### src/tat_pkg.sv
// ----------------------------------------------------------------------------
// Tick alarm table package
// Shared types and codes for the front end, the back end and the queues.
// ----------------------------------------------------------------------------
package tat_pkg;

  localparam int unsigned TickW = 32;
  localparam int unsigned SlotW = 4;
  localparam int unsigned SlotLimit = 16;

  localparam logic REQ_TICK = 1'b0;
  localparam logic REQ_SET  = 1'b1;

  typedef enum logic [1:0] {
    CMD_TICK,
    CMD_ARM,
    CMD_CANCEL
  } cmd_e;

  typedef struct packed {
    cmd_e              kind;
    logic [SlotW-1:0]  slot;
    logic [TickW-1:0]  timeout;
  } cmd_t;

  typedef struct packed {
    logic [SlotW-1:0] slot;
    logic             last;
  } res_t;

endpackage

### src/tick_alarm_table_top.sv
// ----------------------------------------------------------------------------
// Tick alarm table
// A 32-bit tick counter with a table of alarm slots. Set requests arm or
// cancel a slot; tick requests advance the counter and report every slot
// whose deadline matches the new count, in ascending slot order, with the
// last report of each tick marked. The back end executes a set request as
// it pops it. A tick scans min(ALARM_SLOTS, 16) slots, one slot deadline
// per cycle unless a hit meets a full result queue, then flushes the last
// report. Two command entries and two result entries buffer the two sides.
// Writing start_tick loads the counter and disarms every slot.
// ----------------------------------------------------------------------------
module tick_alarm_table_top #(
  parameter int unsigned ALARM_SLOTS = 16
) (
  input  logic                      clk_i,
  input  logic                      rst_ni,
  input  logic                      start_tick_we_i,
  input  logic [tat_pkg::TickW-1:0] start_tick_i,
  input  logic                      push,
  output logic                      full,
  input  logic                      req_type_i,
  input  logic [tat_pkg::SlotW-1:0] alarm_slot_i,
  input  logic [tat_pkg::TickW-1:0] timeout_i,
  input  logic                      has_handler_i,
  output logic                      empty,
  input  logic                      pop,
  output logic [tat_pkg::SlotW-1:0] fired_slot_o,
  output logic                      last_of_run_o
);

  import tat_pkg::*;

  cmd_t cmd;
  logic cmd_empty;
  logic cmd_pop;
  res_t res_in;
  res_t res_out;
  logic res_push;
  logic res_full;

  tat_front #(
    .ALARM_SLOTS (ALARM_SLOTS)
  ) u_front (
    .clk_i         (clk_i),
    .rst_ni        (rst_ni),
    .push_i        (push),
    .full_o        (full),
    .req_type_i    (req_type_i),
    .alarm_slot_i  (alarm_slot_i),
    .timeout_i     (timeout_i),
    .has_handler_i (has_handler_i),
    .cmd_pop_i     (cmd_pop),
    .cmd_o         (cmd),
    .cmd_empty_o   (cmd_empty)
  );

  tat_back #(
    .ALARM_SLOTS (ALARM_SLOTS)
  ) u_back (
    .clk_i       (clk_i),
    .rst_ni      (rst_ni),
    .cfg_we_i    (start_tick_we_i),
    .cfg_tick_i  (start_tick_i),
    .cmd_i       (cmd),
    .cmd_empty_i (cmd_empty),
    .cmd_pop_o   (cmd_pop),
    .res_push_o  (res_push),
    .res_o       (res_in),
    .res_full_i  (res_full)
  );

  tat_fifo #(
    .DEPTH (2),
    .T     (res_t)
  ) u_res_fifo (
    .clk_i   (clk_i),
    .rst_ni  (rst_ni),
    .push_i  (res_push),
    .data_i  (res_in),
    .full_o  (res_full),
    .pop_i   (pop),
    .data_o  (res_out),
    .empty_o (empty)
  );

  assign fired_slot_o  = res_out.slot;
  assign last_of_run_o = res_out.last;

endmodule

### src/tat_fifo.sv
// ----------------------------------------------------------------------------
// Tick alarm table queue
// Small synchronous first-in first-out queue with full and empty flags.
// ----------------------------------------------------------------------------
module tat_fifo #(
  parameter int unsigned DEPTH = 2,
  parameter type T = logic
) (
  input  logic clk_i,
  input  logic rst_ni,
  input  logic push_i,
  input  T     data_i,
  output logic full_o,
  input  logic pop_i,
  output T     data_o,
  output logic empty_o
);

  localparam int unsigned PtrW = (DEPTH > 1) ? $clog2(DEPTH) : 1;
  localparam int unsigned CntW = PtrW + 1;
  localparam logic [CntW-1:0] DepthC = CntW'(DEPTH);
  localparam logic [PtrW-1:0] LastPtr = PtrW'(DEPTH - 1);

  T                mem_q [DEPTH];
  logic [PtrW-1:0] wr_ptr_q, wr_ptr_d;
  logic [PtrW-1:0] rd_ptr_q, rd_ptr_d;
  logic [CntW-1:0] cnt_q, cnt_d;
  logic            do_push, do_pop;

  assign full_o  = (cnt_q == DepthC);
  assign empty_o = (cnt_q == '0);
  assign do_push = push_i && !full_o;
  assign do_pop  = pop_i && !empty_o;
  assign data_o  = mem_q[rd_ptr_q];

  always_comb begin
    wr_ptr_d = wr_ptr_q;
    rd_ptr_d = rd_ptr_q;
    cnt_d    = cnt_q;
    if (do_push) begin
      wr_ptr_d = (wr_ptr_q == LastPtr) ? '0 : wr_ptr_q + 1'b1;
    end
    if (do_pop) begin
      rd_ptr_d = (rd_ptr_q == LastPtr) ? '0 : rd_ptr_q + 1'b1;
    end
    if (do_push && !do_pop) begin
      cnt_d = cnt_q + 1'b1;
    end else if (do_pop && !do_push) begin
      cnt_d = cnt_q - 1'b1;
    end
  end

  always_ff @(posedge clk_i or negedge rst_ni) begin
    if (!rst_ni) begin
      wr_ptr_q <= '0;
      rd_ptr_q <= '0;
      cnt_q    <= '0;
    end else begin
      wr_ptr_q <= wr_ptr_d;
      rd_ptr_q <= rd_ptr_d;
      cnt_q    <= cnt_d;
    end
  end

  always_ff @(posedge clk_i) begin
    if (do_push) begin
      mem_q[wr_ptr_q] <= data_i;
    end
  end

endmodule

### src/tat_front.sv
// ----------------------------------------------------------------------------
// Tick alarm table front end
// Accepts requests, classifies them into tick, arm and cancel commands and
// queues them for the back end. Set requests to absent slots are dropped.
// ----------------------------------------------------------------------------
module tat_front #(
  parameter int unsigned ALARM_SLOTS = 16
) (
  input  logic                      clk_i,
  input  logic                      rst_ni,
  input  logic                      push_i,
  output logic                      full_o,
  input  logic                      req_type_i,
  input  logic [tat_pkg::SlotW-1:0] alarm_slot_i,
  input  logic [tat_pkg::TickW-1:0] timeout_i,
  input  logic                      has_handler_i,
  input  logic                      cmd_pop_i,
  output tat_pkg::cmd_t             cmd_o,
  output logic                      cmd_empty_o
);

  import tat_pkg::*;

  localparam int unsigned NumScan = (ALARM_SLOTS < SlotLimit) ? ALARM_SLOTS : SlotLimit;

  cmd_t cmd;
  logic keep;
  logic in_range;

  assign in_range = ({1'b0, alarm_slot_i} < (SlotW + 1)'(NumScan));

  always_comb begin
    cmd.slot    = alarm_slot_i;
    cmd.timeout = timeout_i;
    keep        = 1'b1;
    if (req_type_i == REQ_TICK) begin
      cmd.kind = CMD_TICK;
    end else if ((timeout_i != '0) && has_handler_i) begin
      cmd.kind = CMD_ARM;
      keep     = in_range;
    end else begin
      cmd.kind = CMD_CANCEL;
      keep     = in_range;
    end
  end

  tat_fifo #(
    .DEPTH (2),
    .T     (cmd_t)
  ) u_cmd_fifo (
    .clk_i   (clk_i),
    .rst_ni  (rst_ni),
    .push_i  (push_i && keep),
    .data_i  (cmd),
    .full_o  (full_o),
    .pop_i   (cmd_pop_i),
    .data_o  (cmd_o),
    .empty_o (cmd_empty_o)
  );

endmodule

### src/tat_back.sv
// ----------------------------------------------------------------------------
// Tick alarm table back end
// Holds the tick counter and the slot table and executes commands. A tick
// scans one slot per cycle for expiries unless a hit meets a full queue.
// ----------------------------------------------------------------------------
module tat_back #(
  parameter int unsigned ALARM_SLOTS = 16
) (
  input  logic                      clk_i,
  input  logic                      rst_ni,
  input  logic                      cfg_we_i,
  input  logic [tat_pkg::TickW-1:0] cfg_tick_i,
  input  tat_pkg::cmd_t             cmd_i,
  input  logic                      cmd_empty_i,
  output logic                      cmd_pop_o,
  output logic                      res_push_o,
  output tat_pkg::res_t             res_o,
  input  logic                      res_full_i
);

  import tat_pkg::*;

  localparam int unsigned NumScan = (ALARM_SLOTS < SlotLimit) ? ALARM_SLOTS : SlotLimit;
  localparam int unsigned IdxW = (NumScan > 1) ? $clog2(NumScan) : 1;
  localparam logic [IdxW-1:0] LastIdx = IdxW'(NumScan - 1);

  typedef enum logic [1:0] {
    ST_IDLE,
    ST_SCAN,
    ST_FLUSH
  } state_e;

  state_e             state_q;
  logic [TickW-1:0]   tick_q;
  logic [NumScan-1:0] armed_q;
  logic [TickW-1:0]   deadline_q [NumScan];
  logic [IdxW-1:0]    idx_q;
  logic [IdxW-1:0]    cmd_idx;
  logic [IdxW-1:0]    pend_idx_q;
  logic               pend_v_q;
  logic               hit;
  logic               stall;
  logic               arm_we;

  assign cmd_idx   = cmd_i.slot[IdxW-1:0];
  assign hit       = armed_q[idx_q] && (deadline_q[idx_q] == tick_q);
  assign stall     = hit && pend_v_q && res_full_i;
  assign cmd_pop_o = (state_q == ST_IDLE) && !cmd_empty_i;
  assign arm_we    = cmd_pop_o && (cmd_i.kind == CMD_ARM);

  always_comb begin
    res_push_o = 1'b0;
    res_o.slot = SlotW'(pend_idx_q);
    res_o.last = (state_q == ST_FLUSH);
    unique case (state_q)
      ST_SCAN:  res_push_o = hit && pend_v_q && !res_full_i;
      ST_FLUSH: res_push_o = pend_v_q && !res_full_i;
      default:  res_push_o = 1'b0;
    endcase
  end

  always_ff @(posedge clk_i or negedge rst_ni) begin
    if (!rst_ni) begin
      state_q    <= ST_IDLE;
      tick_q     <= '0;
      armed_q    <= '0;
      idx_q      <= '0;
      pend_idx_q <= '0;
      pend_v_q   <= 1'b0;
    end else if (cfg_we_i) begin
      tick_q  <= cfg_tick_i;
      armed_q <= '0;
    end else begin
      unique case (state_q)
        ST_IDLE: begin
          if (cmd_pop_o) begin
            unique case (cmd_i.kind)
              CMD_TICK: begin
                tick_q  <= tick_q + 1'b1;
                idx_q   <= '0;
                state_q <= ST_SCAN;
              end
              CMD_ARM:    armed_q[cmd_idx] <= 1'b1;
              CMD_CANCEL: armed_q[cmd_idx] <= 1'b0;
              default:    armed_q <= armed_q;
            endcase
          end
        end
        ST_SCAN: begin
          if (!stall) begin
            if (hit) begin
              armed_q[idx_q] <= 1'b0;
              pend_idx_q     <= idx_q;
              pend_v_q       <= 1'b1;
            end
            if (idx_q == LastIdx) begin
              state_q <= ST_FLUSH;
            end else begin
              idx_q <= idx_q + 1'b1;
            end
          end
        end
        ST_FLUSH: begin
          if (!pend_v_q) begin
            state_q <= ST_IDLE;
          end else if (!res_full_i) begin
            pend_v_q <= 1'b0;
            state_q  <= ST_IDLE;
          end
        end
        default: state_q <= ST_IDLE;
      endcase
    end
  end

  always_ff @(posedge clk_i) begin
    if (arm_we) begin
      deadline_q[cmd_idx] <= tick_q + cmd_i.timeout;
    end
  end

`ifndef SYNTHESIS
  a_push_not_full: assert property (@(posedge clk_i) disable iff (!rst_ni)
    res_push_o |-> !res_full_i)
    else $error("result pushed into a full queue");

  a_push_in_scan: assert property (@(posedge clk_i) disable iff (!rst_ni)
    res_push_o |-> (pend_v_q && (state_q == ST_SCAN || state_q == ST_FLUSH)))
    else $error("result pushed outside a tick scan");

  a_last_ends_run: assert property (@(posedge clk_i) disable iff (!rst_ni)
    (res_push_o && res_o.last && !cfg_we_i) |=> (state_q == ST_IDLE && !pend_v_q))
    else $error("scan did not end after the last result");

  a_idle_no_pending: assert property (@(posedge clk_i) disable iff (!rst_ni)
    (state_q == ST_IDLE) |-> !pend_v_q)
    else $error("pending result left over in idle");
`endif

endmodule

### config.mk
export PLATFORM = sky130hd
export DESIGN_NAME = tick_alarm_table_top
export DESIGN_NICKNAME = d
export VERILOG_FILES = /design/src/tat_pkg.sv /design/src/tick_alarm_table_top.sv /design/src/tat_fifo.sv /design/src/tat_front.sv /design/src/tat_back.sv
export SDC_FILE = /design/constraint.sdc
export NUM_CORES = 1
export LEC_CHECK = 0
export BUFFER_PORTS_ARGS = -buffer_cell sky130_fd_sc_hd__buf_2
export CORE_MARGIN = 3
export CORE_UTILIZATION = 60
export DETAILED_ROUTE_END_ITERATION = 8
export MAX_ROUTING_LAYER = met4
export PLACE_DENSITY = 0.77
export SYNTH_ARGS = -nofsm -noshare
export SYNTH_HDL_FRONTEND = slang
export SYNTH_HIERARCHICAL = 1
export SYNTH_SLANG_ARGS = --single-unit
### constraint.sdc
create_clock -name clk_i -period 8.5 [get_ports clk_i]
set_input_delay 1.275 -clock clk_i [delete_from_list [all_inputs] [get_ports clk_i]]
set_output_delay 1.275 -clock clk_i [all_outputs]
set_load 0.05 [all_outputs]
; Yosys cells after proc, flatten, opt, wreduce, memory -nomap -nowiden
; Memory sizes are Yosys's and may differ from the RTL's.
; Index checks and enable logic that the tools add are counted.
[totals]
ff_bits = 67
ramBits = 598
out_inout_bits = 7
mem_count = 3
[op_classes]
n_addsub = 11
n_lt_le_gt_ge = 4
n_eq_ne = 19
muxes = 50
n_bitwise = 7
n_reduce_logical = 45
[mem_list]
columns = memory, depth, width, read_ports, rd_clocked_by_memory_dff, write_ports, line
row1 = u_back.deadline_q, 16, 32, 1, 0, 1, tat_back.sv:36  ; logic [TickW-1:0] deadline_q [NumScan];
row2 = u_front.u_cmd_fifo.mem_q, 2, 38, 1, 0, 1, tat_fifo.sv:24  ; T mem_q [DEPTH];
row3 = u_res_fifo.mem_q, 2, 5, 1, 0, 1, tat_fifo.sv:24
[op_table]
columns = op, count
row1 = 2-to-1 mux 32 bit, 4
row2 = 2-to-1 mux 16 bit, 4
row3 = one-hot mux 16 bit (2 select lines), 2
row4 = "adder 32 x 1 -> 32 bit, second input constant", 1
row5 = adder 32 bit, 1
row6 = bitwise AND 16 bit, 2
row7 = equality test 32 bit, 1
row8 = inverter 16 bit, 2
row9 = nonzero test 32 bit, 1
row10 = 2-to-1 mux 2 bit, 12
row11 = logical AND 1 bit, 18
row12 = 2-to-1 mux 1 bit, 17
row13 = 2-to-1 mux 4 bit, 4
row14 = OR 16 bit, 1
row15 = nonzero test 2 bit, 7
row16 = AND reduction 6 bit, 2
row17 = "less-than comparator 4 x 5 -> 1 bit, second input constant", 2
row18 = demux 1 bit (select 4 bit), 2
row19 = "equality test 2 bit, second input constant", 4
row20 = "greater-or-equal comparator 4 x 1 -> 1 bit, second input constant", 2
row21 = zero test 1 bit, 8
row22 = zero test 2 bit, 4
row23 = one-hot mux 4 bit (2 select lines), 1
row24 = AND reduction 4 bit, 2
row25 = other kinds (18), 32

; Logic depth before layout (Yosys ltp)
[logic_depth]
ltp_word = 11
ltp_mapped = 19

; Modules after synthesis
; Netlist, hierarchy kept.
[modules_own_cells]
columns = mod, n_inst, cells_per_inst, area_each_um2, seq_area_each_um2
row1 = tat_back, 1, 1664, 25819.8, 16851.2
row2 = tat_fifo at u_front.u_cmd_fifo, 1, 137, 2985.4, 2382.3
row3 = tat_fifo at u_res_fifo, 1, 35, 560.5, 400.4
row4 = tat_front, 1, 14, 87.6, 0.0

; Worst setup path after synthesis
; No wires, ideal clock.
[synth_path]
path_type = reg-to-reg
from = reg u_front.u_cmd_fifo.rd_ptr_q
to = mem u_back.deadline_q[0][30] (data pin)
setup_time_ns = 0.297
arrival_time_ns = 3.739
t_required_ns = 8.203
path_slack_ns = 4.464
path_stages_with_launch = 17
n_path_buf = 2
period_less_slack_ns = 4.036
path_cell_list = dfrtp_1 > buf_6 > buf_8 > mux2_4 > ha_1 > inv_1 > fa_1 > nor2b_1 > o21ai_0 > a21boi_0 > o21ai_0 > a211oi_1 > o41a_1 > o41ai_1 > o221ai_1 > a21oi_1 > xnor2_1
[synth_lines]
columns = item, line
row1 = from (decl), tat_fifo.sv:26  ; logic [PtrW-1:0] rd_ptr_q, rd_ptr_d;
row2 = from (signal assigned), tat_fifo.sv:60  ; rd_ptr_q <= rd_ptr_d;
row3 = to (decl), tat_back.sv:36

==> reports/metrics.cfg <==
[run_status]
status = complete, no violations

[timing]
tightest_slew_ps = 1345
fin_crit_ps = 5412
finalHoldViolCount = 0
fmax_ghz = 0.1848
rsz0062_at_grt = no
tns_ps = 0
fin_crit_sh_pct = 63.67
setup_violations = 0
finalWorstSetupSlack_ps = 3088
maxSlewViolCount = 0
skew_ps = 32.38
maxSlewHeadroom_pct = 9.997

[cts]
clock_latency_ps = 620
cts_buffer_depth = 3
post_cts_buffers = 0
cts_max_level = 3
numCtsBuffers = 68
cts.clk_slew.worst_paths_ps = 60
cts.sinks = 665
post_cts_resized = 0
hold_buffers = 0
cts.root.buffer_cell = clkbuf_16
cts_tree = yes

[drt]
route.vias.total = 17810
firstDrtPassIters = 8
remaining_drc_errors = 0
drt_iter0_markers = 2166
vias_per_cell = 6.677
ant_nets = 0
wl_um = 78940
wl_per_cell_um = 29.60

[synthesis]
avgSynthCellArea_um2 = 15.92
syn_area_um2 = 29450
synth_enable_flop_cells = 598
yosys_warnings = 6
netlist_instances = 1850
synth-async-reset-ratio_pct = 10.08
ys_ff_latch = 665
synth_nets = 1970
ys_types = 87
seq_area_frac_synth_pct = 66.66
synthFlopType = edfxtp_1

[setup_path]
r2r_slack_ps = 3090
required_ps = 8720
reg2reg_from = u_front/u_cmd_fifo/rd_ptr_q$_DFFE_PN0P_
cp_max_fo = 39
reg2reg_to = u_back/deadline_q[12][28]$_DFFE_PP_
endpoint_kind = register
cp.arrival_ps = 5630
reg2regPathDepth = 14
worstSetupPathType = register to register
cp-start-kind = register

[floorplanning]
ios = 82
core_area_um2 = 48150
row_count = 80
die_area_um2 = 51780
die_y_um = 227.6
die_x_um = 227.6
start_util_pct = 61.17

[flow_run]
drv_cap = 0

[grt]
grt_pass1_vias = 17750
grt_use_total_pct = 32.30
grt_max_degree = 125
overflow = 0
grt_pass1_wl_um = 116200
antenna_found_initial = 0

[final_layout]
final_cell_mix = edfxtp_1, nand2_1, mux2i_1
drive_above_1_share_pct = 20.98
fin_nets = 2081
finish.utilization_pct = 68.36
layout-area-overhead-vs-synth_pct = 11.74
antenna_cells = 0
final_common_cell = edfxtp_1

[placed_design]
gp_congestion = 0.9788
portBuffers = 81
dp_hpwl_um = 48970
preCtsSetupSlack_ps = 3213

[hold_path]
hold_start = u_back/pend_idx_q[1]$_DFFE_PN0P_
worstHoldEndpoint = u_res_fifo/mem_q[0][2]$_DFFE_PP_
min_path_type = register to register
holdPathStages = 0

[pwr]
ir_worst_vdd_v = 0.0002388
pwr_density_cell_nw_per_um2 = 368.7
p_leak_uw = 0.01122

registers in the layout, indices dropped and copies added (netlist names), 2 cells and up:
name and flops:
u_back/idx_q 4, u_back/state_q 2, u_front/u_cmd_fifo/cnt_q 2, u_front/u_cmd_fifo/mem_q 76, u_back/tick_q 32, u_back/deadline_q 512
u_res_fifo/cnt_q 2, u_back/pend_idx_q 4, u_back/armed_q 16, u_res_fifo/mem_q 10
worst max path at each step:
stage                                                  from  cells after the start                                   to  slack, ps
global placement                u_back/idx_q[1]$_DFFE_PN0P_                     11       u_back/armed_q[11]$_DFFE_PN0P_       3270
detailed placement  u_front/u_cmd_fifo/rd_ptr_q$_DFFE_PN0P_                     14  u_back/deadline_q[11][28]$_DFFE_PP_       3210
floorplan           u_front/u_cmd_fifo/rd_ptr_q$_DFFE_PN0P_                     16   u_back/deadline_q[0][30]$_DFFE_PP_       4460
finish              u_front/u_cmd_fifo/rd_ptr_q$_DFFE_PN0P_                     14  u_back/deadline_q[12][28]$_DFFE_PP_       3090
global route        u_front/u_cmd_fifo/rd_ptr_q$_DFFE_PN0P_                     14   u_back/deadline_q[8][28]$_DFFE_PP_       2590
CTS                 u_front/u_cmd_fifo/rd_ptr_q$_DFFE_PN0P_                     14   u_back/deadline_q[8][28]$_DFFE_PP_       3200
power by group:
group / switching, µW / leakage [µW] / internal (µW)
Sequential: 215 / 0.00623 / 4640
Combinational: 2870 / 0.00393 / 1470
Clock: 1240 / 0.00106 / 1700
kinds of logic (layout without fill, tap and decap cells):
kind of cell	Yosys count	after routing	share of synthesized area, %
AOI/OAI and AO/OA	287	287	6.602
adders and majority gates	45	45	1.937
DFF	665	665	66.66
and+or+nand+nor	369	369	6.219
buffers and inverters	126	287	2.230
muxes	269	269	13.70
xor gates and xnor gates	89	89	2.647
worst max-delay path, cell delays in order, from the launching register on:
cell and delay (ps):
dfrtp_2 1010, mux2_4 290, ha_1 180, inv_1 60, fa_1 410, nor2b_1 120
o21ai_0 110, a21boi_0 420, o21ai_0 260, a211oi_1 500, o41a_1 240, o41ai_1 130
o21ai_0 180, a21oi_1 100, xnor2_1 970
area by class of cell:
cell class	count	area (µm²)
clock inverters	38	434.2
repair buffers	128	770.7
well taps	656	820.8
inverters	39	146.4
flip-flops and latches	665	19640
multi-input cells	1059	9341
fillers	3191	15230
clock buffers	82	1754
layer usage:
metal / share of wire [%] / global-route usage (%) / routed length, µm / vias to the layer above
li1: - / - / - / 7488
met1: 39 / 43.53 / 31180 / 9166
met2: 48 / 50.46 / 37760 / 955
met3: 8.6 / 5.506 / 6817 / 199
met4: 4.0 / 11.60 / 3187 / 0
met5: 0 / - / 0 / -
metrics by stage:
step	hold WS (ps)	instances	area (µm²)	total power, µW
floorplan	438.2	1850	29450	7680
global placement	458.6	2547	30710	9066
detailed placement	457.1	2547	30710	9166
CTS	477.9	2667	32900	12120
global route	498.4	2667	32910	12620
finish	481.7	2667	32910	12130
cell usage after synthesis, types with 4 or more instances:
cell type  instances  area [µm²]
edfxtp_1         598       17960
nand2_1          115       431.7
mux2i_1          107        1071
mux4_2            90        2027
nor2_1            85       319.1
o21ai_0           73       365.4
dfrtp_1           67        1677
xnor2_1           59       516.8
mux2_2            52       585.6
a21oi_1           49       245.2
ha_1              44       550.5
clkbuf_1          38       142.6
inv_1             37       138.9
a22oi_1           31       232.7
nand3_1           30       150.1
xor2_1            30       262.8
buf_2             22       110.1
nor3_1            22       110.1
and3_1            18       112.6
nor2b_1           18       112.6
nand2b_1          16       100.1
a31oi_1           14       87.58
nand4_1           14       87.58
nor4_1            13       81.33
a21o_1            12       90.09
buf_4             12       90.09
a22o_1            10       87.58
mux2_4            10       150.1
o31ai_1           10       75.07
a221oi_1           9       78.83
and2_1             9       56.30
buf_6              9       101.4
o21a_1             9       67.56
o22ai_1            9       56.30
a2111oi_0          6       52.55
mux4_1             6       157.7
o22a_1             5       43.79
or3_1              5       31.28
mux2_1             4       45.04
o211a_1            4       40.04
or4_1              4       30.03
No activity file was read; power rests on OpenSTA's default activity.
